[src/rtl/core/sfr_pkg.sv]
// ----------------------------------------------------------------------------
// sfr_pkg
// Shared types and constants of the single-wire sensor frame reader.
// ----------------------------------------------------------------------------
package sfr_pkg;

  localparam int unsigned FrameBits = 40;
  localparam int unsigned RegIdxW   = 8;
  localparam int unsigned CfgDataW  = 16;

  // register indexes of the configuration port
  localparam logic [RegIdxW-1:0] RegStartLow   = 8'd0;
  localparam logic [RegIdxW-1:0] RegReleaseHigh = 8'd1;
  localparam logic [RegIdxW-1:0] RegOneThresh  = 8'd2;
  localparam logic [RegIdxW-1:0] RegTimeout    = 8'd3;

  localparam logic [15:0] StartLowReset    = 16'd10000;
  localparam logic [7:0]  ReleaseHighReset = 8'd40;
  localparam logic [7:0]  OneThreshReset   = 8'd50;
  localparam logic [15:0] TimeoutReset     = 16'd5000;

  typedef enum logic [1:0] {
    StatusOk       = 2'd0,
    StatusChecksum = 2'd1,
    StatusZeroTemp = 2'd2
  } status_e;

  typedef struct packed {
    logic [15:0] start_low;
    logic [7:0]  release_high;
    logic [7:0]  one_thresh;
    logic [15:0] timeout;
  } cfg_t;

  typedef struct packed {
    logic drive_enable;
    logic drive_level;
    logic busy;
    logic done;
  } drive_t;

endpackage

[src/rtl/core/sfr_seq.sv]
// ----------------------------------------------------------------------------
// sfr_seq
// Line sequencer: start pulse, acknowledge waits and pulse timing of the frame.
// ----------------------------------------------------------------------------
module sfr_seq (
  input  logic                                clk_i,
  input  logic                                rst_ni,
  input  logic                                step_i,
  input  logic                                start_i,
  input  logic                                line_i,
  input  sfr_pkg::cfg_t                       cfg_i,
  output sfr_pkg::drive_t                     drive_o,
  output logic [sfr_pkg::FrameBits-1:0]       frame_o
);

  localparam logic [3:0] PhIdle  = 4'd0;
  localparam logic [3:0] PhLow   = 4'd1;
  localparam logic [3:0] PhHigh  = 4'd2;
  localparam logic [3:0] PhAck0  = 4'd3;
  localparam logic [3:0] PhAck1  = 4'd4;
  localparam logic [3:0] PhAck2  = 4'd5;
  localparam logic [3:0] PhBitHi = 4'd6;
  localparam logic [3:0] PhBitLo = 4'd7;

  localparam logic [5:0] LastBit = 6'(sfr_pkg::FrameBits);

  logic [3:0]                        phase_q, phase_d;
  logic [15:0]                       tick_q, tick_d;
  logic [5:0]                        bit_idx_q, bit_idx_d;
  logic [sfr_pkg::FrameBits-1:0]     frame_q, frame_d;

  logic [15:0] tick_inc;
  logic [15:0] drive_lim;
  logic        expect_lvl;
  logic        wait_end;
  logic [15:0] width;
  logic [7:0]  width_sat;
  logic [5:0]  bit_idx_inc;

  always_comb begin
    tick_inc    = (tick_q == 16'hFFFF) ? tick_q : tick_q + 16'd1;
    drive_lim   = (phase_q == PhLow) ? cfg_i.start_low : {8'd0, cfg_i.release_high};
    expect_lvl  = (phase_q == PhAck1) || (phase_q == PhBitHi);
    wait_end    = (line_i == expect_lvl) || (tick_q >= cfg_i.timeout);
    width       = (line_i == expect_lvl) ? tick_q : 16'd0;
    width_sat   = (width > 16'd255) ? 8'hFF : width[7:0];
    bit_idx_inc = bit_idx_q + 6'd1;
  end

  always_comb begin
    phase_d   = phase_q;
    tick_d    = tick_q;
    bit_idx_d = bit_idx_q;
    frame_d   = frame_q;
    drive_o   = '{drive_enable: 1'b0, drive_level: 1'b0, busy: 1'b1, done: 1'b0};
    unique case (phase_q)
      PhLow, PhHigh: begin
        drive_o.drive_enable = 1'b1;
        drive_o.drive_level  = (phase_q == PhHigh);
        if (tick_inc >= drive_lim) begin
          phase_d = (phase_q == PhLow) ? PhHigh : PhAck0;
          tick_d  = '0;
        end else begin
          tick_d = tick_inc;
        end
      end
      PhAck0, PhAck1, PhAck2, PhBitHi: begin
        if (wait_end) begin
          phase_d = (phase_q == PhAck2) ? PhBitHi : phase_q + 4'd1;
          tick_d  = '0;
        end else begin
          tick_d = tick_q + 16'd1;
        end
      end
      PhBitLo: begin
        if (wait_end) begin
          frame_d = {frame_q[sfr_pkg::FrameBits-2:0], (width_sat > cfg_i.one_thresh)};
          tick_d  = '0;
          if (bit_idx_inc >= LastBit) begin
            drive_o.done = 1'b1;
            phase_d      = PhIdle;
            bit_idx_d    = '0;
          end else begin
            phase_d   = PhBitHi;
            bit_idx_d = bit_idx_inc;
          end
        end else begin
          tick_d = tick_q + 16'd1;
        end
      end
      default: begin
        drive_o = '{drive_enable: 1'b1, drive_level: 1'b1, busy: 1'b0, done: 1'b0};
        phase_d = PhIdle;
        if (start_i) begin
          phase_d   = PhLow;
          tick_d    = '0;
          bit_idx_d = '0;
          frame_d   = '0;
        end
      end
    endcase
  end

  assign frame_o = frame_d;

  always_ff @(posedge clk_i or negedge rst_ni) begin
    if (!rst_ni) begin
      phase_q   <= PhIdle;
      tick_q    <= '0;
      bit_idx_q <= '0;
      frame_q   <= '0;
    end else if (step_i) begin
      phase_q   <= phase_d;
      tick_q    <= tick_d;
      bit_idx_q <= bit_idx_d;
      frame_q   <= frame_d;
    end
  end

endmodule

[src/rtl/core/sfr_decode.sv]
// ----------------------------------------------------------------------------
// sfr_decode
// Frame decoder: byte-sum checksum and sign-magnitude temperature.
// ----------------------------------------------------------------------------
module sfr_decode (
  input  logic [sfr_pkg::FrameBits-1:0] frame_i,
  output sfr_pkg::status_e              status_o,
  output logic [15:0]                   humidity_o,
  output logic signed [15:0]            temperature_o
);

  logic [7:0]  b0, b1, b2, b3, b4;
  logic [7:0]  sum;
  logic [14:0] mag;

  always_comb begin
    b0  = frame_i[39:32];
    b1  = frame_i[31:24];
    b2  = frame_i[23:16];
    b3  = frame_i[15:8];
    b4  = frame_i[7:0];
    sum = b0 + b1 + b2 + b3;
    mag = {b2[6:0], b3};
    status_o      = sfr_pkg::StatusOk;
    humidity_o    = '0;
    temperature_o = '0;
    if (b4 != sum) begin
      status_o = sfr_pkg::StatusChecksum;
    end else if (mag == 15'd0) begin
      status_o = sfr_pkg::StatusZeroTemp;
    end else begin
      humidity_o    = {b0, b1};
      temperature_o = b2[7] ? -$signed({1'b0, mag}) : $signed({1'b0, mag});
    end
  end

endmodule

[src/rtl/core/single_wire_sensor_frame_reader_unit.sv]
// ----------------------------------------------------------------------------
// single_wire_sensor_frame_reader_unit
// Single-wire sensor frame reader: one line sample per transfer, one result
// per transfer.
// ----------------------------------------------------------------------------
// The result of an input transfer is in the output register in the cycle after it.
// Throughput: 1 transfer per cycle; sequencer state and result register advance
// together, so input is taken while m_axis_tready is low only if the result
// register is empty.
// Reset: sequencer idle, counters and last reading cleared, configuration at
// its defaults, output register empty.
// ----------------------------------------------------------------------------
module single_wire_sensor_frame_reader_unit (
  input  logic                         clk_i,
  input  logic                         rst_ni,
  input  logic                         s_axis_tvalid,
  output logic                         s_axis_tready,
  input  logic [7:0]                   s_axis_tdata,  // start_request, line_level
  output logic                         m_axis_tvalid,
  input  logic                         m_axis_tready,
  // drive_enable, drive_level, busy_res, done_res, status[1:0],
  // humidity_tenths[15:0], temperature_tenths[15:0]
  output logic [39:0]                  m_axis_tdata,
  input  logic                         cfg_valid_i,
  output logic                         cfg_ready_o,
  input  logic [sfr_pkg::RegIdxW-1:0]  cfg_index_i,
  input  logic [sfr_pkg::CfgDataW-1:0] cfg_data_i
);

  sfr_pkg::cfg_t     cfg_q;
  sfr_pkg::drive_t   drive;
  sfr_pkg::status_e  dec_status;
  logic [sfr_pkg::FrameBits-1:0] frame;
  logic [15:0]        dec_hum;
  logic signed [15:0] dec_temp;

  logic [1:0]         last_status_q;
  logic [15:0]        last_hum_q;
  logic [15:0]        last_temp_q;
  logic [1:0]         status_d;
  logic [15:0]        hum_d;
  logic [15:0]        temp_d;

  logic               out_valid_q, out_valid_d;
  logic [39:0]        out_data_q;
  logic               step;

  assign s_axis_tready = !out_valid_q || m_axis_tready;
  assign step          = s_axis_tvalid && s_axis_tready;
  assign cfg_ready_o   = 1'b1;

  always_ff @(posedge clk_i or negedge rst_ni) begin
    if (!rst_ni) begin
      cfg_q.start_low    <= sfr_pkg::StartLowReset;
      cfg_q.release_high <= sfr_pkg::ReleaseHighReset;
      cfg_q.one_thresh   <= sfr_pkg::OneThreshReset;
      cfg_q.timeout      <= sfr_pkg::TimeoutReset;
    end else if (cfg_valid_i) begin
      unique case (cfg_index_i)
        sfr_pkg::RegStartLow:    cfg_q.start_low    <= cfg_data_i;
        sfr_pkg::RegReleaseHigh: cfg_q.release_high <= cfg_data_i[7:0];
        sfr_pkg::RegOneThresh:   cfg_q.one_thresh   <= cfg_data_i[7:0];
        sfr_pkg::RegTimeout:     cfg_q.timeout      <= cfg_data_i;
        default: ;
      endcase
    end
  end

  sfr_seq u_seq (
    .clk_i   (clk_i),
    .rst_ni  (rst_ni),
    .step_i  (step),
    .start_i (s_axis_tdata[0]),
    .line_i  (s_axis_tdata[1]),
    .cfg_i   (cfg_q),
    .drive_o (drive),
    .frame_o (frame)
  );

  sfr_decode u_decode (
    .frame_i       (frame),
    .status_o      (dec_status),
    .humidity_o    (dec_hum),
    .temperature_o (dec_temp)
  );

  always_comb begin
    status_d = last_status_q;
    hum_d    = last_hum_q;
    temp_d   = last_temp_q;
    if (drive.done) begin
      status_d = dec_status;
      hum_d    = dec_hum;
      temp_d   = dec_temp;
    end
    out_valid_d = step ? 1'b1 : (m_axis_tready ? 1'b0 : out_valid_q);
  end

  always_ff @(posedge clk_i or negedge rst_ni) begin
    if (!rst_ni) begin
      last_status_q <= '0;
      last_hum_q    <= '0;
      last_temp_q   <= '0;
      out_valid_q   <= 1'b0;
    end else begin
      out_valid_q <= out_valid_d;
      if (step) begin
        last_status_q <= status_d;
        last_hum_q    <= hum_d;
        last_temp_q   <= temp_d;
      end
    end
  end

  always_ff @(posedge clk_i) begin
    if (step) begin
      out_data_q <= {2'b00, temp_d, hum_d, status_d, drive.done, drive.busy,
                     drive.drive_level, drive.drive_enable};
    end
  end

  assign m_axis_tvalid = out_valid_q;
  assign m_axis_tdata  = out_data_q;

`ifndef SYNTHESIS
  a_done_busy: assert property (@(posedge clk_i) disable iff (!rst_ni)
    out_valid_q && out_data_q[3] |-> out_data_q[2])
    else $error("done result without busy");

  a_status_code: assert property (@(posedge clk_i) disable iff (!rst_ni)
    last_status_q != 2'd3)
    else $error("unused status code");

  a_error_zero: assert property (@(posedge clk_i) disable iff (!rst_ni)
    out_valid_q && out_data_q[3] && out_data_q[5:4] != sfr_pkg::StatusOk
      |-> out_data_q[37:6] == 32'd0)
    else $error("error reading with nonzero values");

  a_drive_released: assert property (@(posedge clk_i) disable iff (!rst_ni)
    out_valid_q && !out_data_q[0] |-> !out_data_q[1] && out_data_q[2])
    else $error("released line outside a reading");
`endif

endmodule
[config.mk]
export PLATFORM = sky130hd
export DESIGN_NAME = single_wire_sensor_frame_reader_unit
export DESIGN_NICKNAME = d
export VERILOG_FILES = /design/src/rtl/core/sfr_pkg.sv /design/src/rtl/core/sfr_seq.sv /design/src/rtl/core/sfr_decode.sv /design/src/rtl/core/single_wire_sensor_frame_reader_unit.sv
export SDC_FILE = /design/constraint.sdc
export NUM_CORES = 1
export LEC_CHECK = 0
export BUFFER_PORTS_ARGS = -buffer_cell sky130_fd_sc_hd__buf_2
export CAP_MARGIN = 15
export CELL_PAD_IN_SITES_DETAIL_PLACEMENT = 0
export CELL_PAD_IN_SITES_GLOBAL_PLACEMENT = 1
export CORE_AREA = 5 5 217 177
export CTS_CLUSTER_SIZE = 8
export DETAILED_ROUTE_END_ITERATION = 8
export DIE_AREA = 0 0 222 182
export GPL_ROUTABILITY_DRIVEN = 0
export PLACE_DENSITY = 0.57
export SYNTH_ARGS = -nofsm -noshare
export SYNTH_HDL_FRONTEND = slang
export SYNTH_SLANG_ARGS = --single-unit
[constraint.sdc]
create_clock -name clk_i -period 9.8 [get_ports clk_i]
set_clock_uncertainty 0.2 [all_clocks]
set_input_delay 1.47 -clock clk_i [delete_from_list [all_inputs] [get_ports clk_i]]
set_output_delay 1.47 -clock clk_i [all_outputs]
set_load 0.005 [all_outputs]
======== After elaboration in Yosys (flattened, before gate mapping) ========
Index checks and enable logic that the tools add are counted.
word-level totals
  register bits after elaboration ......... 187
  bits of input ports ..................... 37
  word-level logic and storage cells ...... 104
cells by class
  muxes and demuxes ....................... 40
  reductions and logical operators ........ 22
  order comparisons ....................... 5
  bitwise logic cells ..................... 1
  eq/ne operators ......................... 16
  add/sub/neg operators ................... 7
operators by type and width
  operator               number
  $mux 16                13
  $mux 40                2
  $pmux 40 s2            1
  $ge 16x16->1           2
  $pmux 16 s2            1
  $add 8x8->8            3
  $mux 6                 3
  $add 16x1->16 const B  1
  $eq 16x16->1 const B   1
  $eq 4x3->1 const B     4
  $eq 8x2->1 const B     2
  $gt 16x8->1 const B    1
  $mux 4                 4
  $neg 15->16            1
  $logic_not 15->1       1
  $pmux 4 s3             1
  $pmux 6 s2             1
  $reduce_and 2->1       5
  $eq 4x2->1 const B     2
  $eq 8x1->1 const B     1
  $gt 8x8->1             1
  $logic_not 8->1        1
  $mux 1                 8
  $mux 8                 1
  other kinds (22)       30

======== Depth between registers and ports, before layout ========
  depth after elaboration ................. 15
  depth in mapped cells ................... 31
  depth with buffers taken out ............ 26

======== Modules after synthesis ========
Synthesis repeated with hierarchy kept, for this count alone.
second synthesis, totals
  cell total of the unflattened synthesis .. 949
  area total of the unflattened synthesis .. 11060.6 sq um
modules (own cells, without submodules)
  module                                times used  cells each  area an instance (sq um)  sequential area each (sq um)
  sfr_seq                               1           523         4927.2                    1651.6
  single_wire_sensor_frame_reader_unit  1           262         4812.1                    3236.9
  sfr_decode                            1           164         1321.3                    0.0

======== Worst setup path after synthesis ========
No wires, ideal clock.
  path type ............................... input to register
  start point ............................. input port s_axis_tdata[1]
  end point ............................... register out_data_q[33] (netlist: m_axis_tdata[33]), data pin
  data required time ...................... 9.455 ns
  path buffers ............................ 5
  path slack .............................. 3.239 ns
  arrival ................................. 6.216 ns
  stages on the path ...................... 23
  cell sequence ........................... xor2_4 -> o2111ai_4 -> o21ba_1 -> buf_2 -> buf_2 -> buf_1 -> buf_1 -> a22oi_1 -> inv_1 -> ha_1 -> fa_1 -> ha_1 -> a21o_1 -> a21oi_1 -> o21bai_1 -> a21oi_1 -> xor2_1 -> xnor2_1 -> nand4_1 -> nor4_4 -> nand3_2 -> buf_4 -> o21ai_1
on the way
  longest elaborated chain between the ends .. 10
  elaborated cells on any way between the ends .. 20
ends and longest elaborated chain
  element                    line                                         source
  start, declared            single_wire_sensor_frame_reader_unit.sv:18   input logic [7:0] s_axis_tdata,
  $eq 1x1->1                 sfr_seq.sv:44                                wait_end = (line_i == expect_lvl) || (tick_q >= cfg_i.timeout);
  $logic_or 1x1->1           sfr_seq.sv:44
  $mux 40                    sfr_seq.sv:76                                if (wait_end) begin
  $pmux 40 s2                sfr_seq.sv:56                                unique case (phase_q)
  named net frame, one bit   single_wire_sensor_frame_reader_unit.sv:33   logic [sfr_pkg::FrameBits-1:0] frame;
  $add 8x8->8 (3 in series)  sfr_decode.sv:22                             sum = b0 + b1 + b2 + b3;
  $ne 8x8->1                 sfr_decode.sv:27                             if (b4 != sum) begin
  $mux 16                    sfr_decode.sv:27
  $mux 16                    single_wire_sensor_frame_reader_unit.sv:91   if (drive.done) begin
  named net temp_d[11]       single_wire_sensor_frame_reader_unit.sv:42   logic [15:0] temp_d;
  end signal, assigned       single_wire_sensor_frame_reader_unit.sv:117  out_data_q <= {2'b00, temp_d, hum_d, status_d, drive.done, drive.busy,
  end, declared              single_wire_sensor_frame_reader_unit.sv:45   logic [39:0] out_data_q;
The timed path passes the listed nets, and every way through them passes these cells.
A chain may end at the register's enable or synchronous reset.

======== Final worst setup path ========
  start point ............................. register u_seq.tick_q[1]
  end point ............................... register out_data_q[16] (netlist: m_axis_tdata[16]), data pin
on the way
  longest elaborated chain between the ends .. 10
  elaborated cells on any way between the ends .. 18
ends and longest elaborated chain
  element                    line                                        source
  start, declared            sfr_seq.sv:28                               logic [15:0] tick_q, tick_d;
  start signal, assigned     sfr_seq.sv:114                              tick_q <= tick_d;
  $ge 16x16->1               sfr_seq.sv:44
  $logic_or 1x1->1           sfr_seq.sv:44
  $mux 40                    sfr_seq.sv:76
  $pmux 40 s2                sfr_seq.sv:56
  $add 8x8->8 (3 in series)  sfr_decode.sv:22
  $ne 8x8->1                 sfr_decode.sv:27
  $mux 16                    sfr_decode.sv:27
  $mux 16 (*)                single_wire_sensor_frame_reader_unit.sv:91
  named net hum_d[10]        single_wire_sensor_frame_reader_unit.sv:41  logic [15:0] hum_d;
Mark *: on every way through the listed nets, which the timed path passes. The rest lies on a longest branch.

==> impl_summary.md <==
Run status
The flow ran to the end, and the final reports show no timing, DRC or antenna violations.

Floorplanning
The floorplan has 63 rows. The floorplan step defined a die boundary enclosing 40,400 um^2. During I/O placement, the number of pins put on the boundary was 80.

The starting utilization of the core area is 29.44%. In this run the horizontal extent of the chip is ~220 um. The core area is ~36,000 um^2. The height of the die is 182 um.

STA
The final-layout setup total negative slack is 0 ps. Setup repair after global routing left no endpoint under its margin. Timing would allow up to around 130 MHz. The final hold violation count is 0.

The worst hold margin is 275.5 ps. At the pin with the least slew margin, the transition time is 1006 ps. The fraction of the cycle the final worst path needs is 81.32%. The final count of negative-setup-slack endpoints is 0. The final period demand of the worst path is 7969 ps. Headroom to the max-slew limit came out at 32.78%. The number of pins with negative max-slew slack in the final report is 0.

Clock tree
Post-CTS repair changed the size of 0 cells. The post-CTS repair timing setup buffer count is 0. The clock tree synthesis step divided the H-tree into 4 levels.

The number of buffers inserted by hold repair at cts is 0. Counting along the longest clock path gives a buffer depth of 2. Clock-pin slew was measured on the worst setup and hold paths at 70 ps. Counting every sink on the clock net gives 187. Clock tree synthesis inserted a total of 17 buffers.

The TritonCTS clock tree is yes. For the worst-skew pair, the clock arrives at the later sink with an insertion delay of between 400 and 500 ps. CTS placed an instance of clkbuf_16 at the clock tree root.

Logic synthesis
The fraction of registers with async set/reset is 79.68%. The share of synthesized cell area in full adder, half adder and majority cells is a little under 9%. The mean area per synthesized cell is 10.28 um^2. Sequential cells were found to cover 45.80% of the synthesized design area. The number of distinct library cell variants in the gate-level netlist after synthesis is 72.

The post-synthesis compound-gate area fraction is 18.36%. The portion of synthesized area spent on multiplexers is 6.353%. The cell area that synthesis handed to floorplanning was 10,670 um^2.

The simple logic cell fraction of the synthesized area is 11.79%. The number of storage elements in the synthesis netlist is 187. The synthesized-area fraction occupied by xor and xnor cells is under 10%. Yosys mapped a number of flops with a built-in enable equal to 38.

Synthesis handed over a netlist of approximately 1,000 instances. The total number of yosys warnings is 0. In the synthesized netlist the dominant register cell turns out to be dfrtp_1.

By area, the combinational part of the netlist is dominated by compound AO/OA/AOI/OAI gates.

Power
Summing internal, switching and leakage power gives slightly above 2 mW. Across the VDD grid, the largest voltage drop is 0.1057 mV. For this design the static power due to leakage is 5.396 nW.

The power density of the placed cells is between 150 and 200 nW/um^2.

Layout
Once layout is complete, the utilization of the core stands at 33.42%. Cells with a size suffix above 1 make up 20.11% of the layout. The area added between synthesis and finish is 13.52%. The number of diodes added for antenna fixing is 0. The number of nets in the layout is approximately 1,200.

Global routing
The global-route wire length before repair is 43,500 um. The number of global-route vias before repair is ~7,500. The maximum number of pins on one net before global-route repair is 92. Global routing used 13.47% of the available tracks. The residual overflow from global routing is 0. The number of antenna violations at the first check in global routing came to 1.

Worst setup path
Along the worst path, the maximum fanout reaches 34. The origin of the critical flop-to-flop path is u_seq.tick_q[1]$_DFFE_PN0P_. The worst register-to-register path has a setup slack of 1830 ps. In this run the worst setup path begins at u_seq.tick_q[1]$_DFFE_PN0P_.

STA classifies the critical path startpoint as a flop. The data required time at the worst endpoint is 9850 ps. The critical path start-end classification is reg2reg. STA classifies the critical path endpoint as a flop. At the worst endpoint, the arrival time is 8020 ps.

Drt
The final routed wirelength across all metal layers is 26,810 um. The remaining routing DRC violations is 0. The via count is slightly below 8,000.

In this run the remaining antenna-violating nets after routing total 0. The first detailed-routing pass ran for 5 iterations. The DRC marker count from the first detailed-route iteration is 489. The average wire per standard cell is 16.90 um.

The vias per cell is approximately 4.8.

Job
The count of maximum capacitance violations is 0.

Worst hold path
The min-delay analysis places its worst path in the category reg2reg. The launch point of the worst hold path is last_hum_q[9]$_DFFE_PN0P_.

Place
The number of input and output port buffers inserted is 70. After legalization and detailed placement, the total HPWL measured between 15,000 and 20,000 um.
worst paths after layout:
check / end / depth (start not counted)
setup reg to reg: m_axis_tdata[16]$_DFFE_PP_ / 22
hold reg to reg: last_hum_q[9]$_DFFE_PN0P_ / 2
setup / recovery: m_axis_tdata[16]$_DFFE_PP_ / 22
max in group asynchronous: last_hum_q[10]$_DFFE_PN0P_ / 2
hold / removal: last_hum_q[9]$_DFFE_PN0P_ / 2
min in group asynchronous: cfg_q[37]$_DFFE_PN0P_ / 1
sequential cells by signal, summed over array words and instances (netlist names):
signal,cells
cfg_q,48
u_seq.frame_q,40
m_axis_tdata,38
last_hum_q,16
last_temp_q,16
u_seq.tick_q,16
u_seq.bit_idx_q,6
u_seq.phase_q,4
last_status_q,2
m_axis_tvalid,1
cell families (layout without fill, tap and decap cells):
logic type,after synthesis,count (layout)
muxes,61,61
DFF,187,187
and+or+nand+nor,274,274
xor gates and xnor gates,47,47
AOI/OAI and AO/OA,281,281
other,2,3
buffers and inverters,117,177
adders and majority gates,69,69
cell usage in the layout (no fill, tap or decap), types with 5 or more instances in the layout:
cell,netlist,layout
xnor2_1,30,30
edfxtp_1,38,38
nor2_1,47,47
or2_2,5,5
o21ai_1,32,31
ha_1,57,57
inv_1,62,61
a21oi_1,38,38
a32oi_1,5,5
o21ai_0,56,56
a22o_1,30,30
nand4_1,9,9
xor2_1,15,15
o21a_1,5,5
nand2_1,146,146
dfstp_2,15,15
a22oi_1,29,29
and3_1,10,10
a221o_1,9,9
mux2i_1,7,7
nand3_1,12,12
nor3_1,8,8
dfrtp_1,134,134
nand2b_1,7,7
a31oi_1,7,7
clkbuf_16,0,17
mux2_2,54,54
a21o_1,12,12
o21ai_2,20,21
o31ai_1,8,8
fa_1,12,12
nor2b_1,7,7
buf_2,2,69
buf_4,7,13
layout make-up:
cell class | count | area, um^2
Clock buffer | 19 | 432.9
Clock inverter | 13 | 191.4
Fill cell | 3708 | 24140
Inverter | 62 | 232.7
Multi-Input combinational cell | 735 | 5308
Sequential cell | 187 | 4888
Tap cell | 487 | 609.3
Timing Repair Buffer | 83 | 454.2
report_power, final:
| group | internal, mW | switching [mW] |
|---|---|---|
| Combinational | 0.141 | 0.295 |
| Clock | 0.430 | 0.317 |
| Sequential | 0.830 | 0.0274 |
| Total | 1.40 | 0.640 |
metal layers:
metal  up-vias  routed length, um  GRT usage [%]
met1      3770              14560          20.93
met5         -                 13              0
met3        18                772          2.521
met4         2                306          3.599
met2        88              11160          19.04
li1       3803                  -              -
Yosys cell counts (all sizes together), types with 5 or more instances:
library cell | number | area share (%)
nand2 | 146 | 5.1
dfrtp | 134 | 31
o21ai | 109 | 5.9
inv | 62 | 2.2
ha | 57 | 6.7
mux2 | 54 | 5.7
nor2 | 47 | 1.7
clkbuf | 39 | 1.4
a21oi | 38 | 1.8
edfxtp | 38 | 11
xnor2 | 31 | 2.6
a22o | 30 | 2.5
a22oi | 29 | 2.0
buf | 16 | 1.0
xor2 | 16 | 1.5
dfstp | 15 | 3.7
nand3 | 13 | 0.66
a21o | 12 | 0.84
fa | 12 | 2.3
and3 | 10 | 0.59
nand4 | 10 | 0.73
a221o | 9 | 0.84
nor3 | 8 | 0.38
o31ai | 8 | 0.56
a31oi | 7 | 0.41
a32oi | 7 | 0.72
mux2i | 7 | 0.66
nand2b | 7 | 0.41
nor2b | 7 | 0.41
o21a | 6 | 0.49
nor4 | 5 | 0.43
or2 | 5 | 0.29
per-stage QoR:
stage / instance area, um^2 / worst slack (ps) / cells
2_1_floorplan: 10680 / 3239 / 1039
3_3_place_gp: 11490 / 1599 / 1554
3_5_place_dp: 11490 / 1566 / 1554
4_1_cts: 12120 / 1689 / 1586
5_1_grt: 12120 / 1263 / 1586
6_report: 12120 / 1831 / 1586
worst max-delay path, stage by stage, from the launching register on:
cell and delay, ps:
dfrtp_1 450, ha_1 310, nor2b_1 140, o211a_1 190, a211oi_1 570, o21ai_0 240
o21ai_2 740, nor2_1 370, nor2_1 420, xor2_1 190, ha_1 270, fa_1 490
ha_1 300, a21o_1 170, a21oi_1 210, o21bai_1 80, a21oi_1 170, xor2_1 210
xnor2_1 140, nand4_1 150, nor4_4 560, nand3_2 750, o21ai_1 400
No activity file was read; power rests on OpenSTA's default activity.
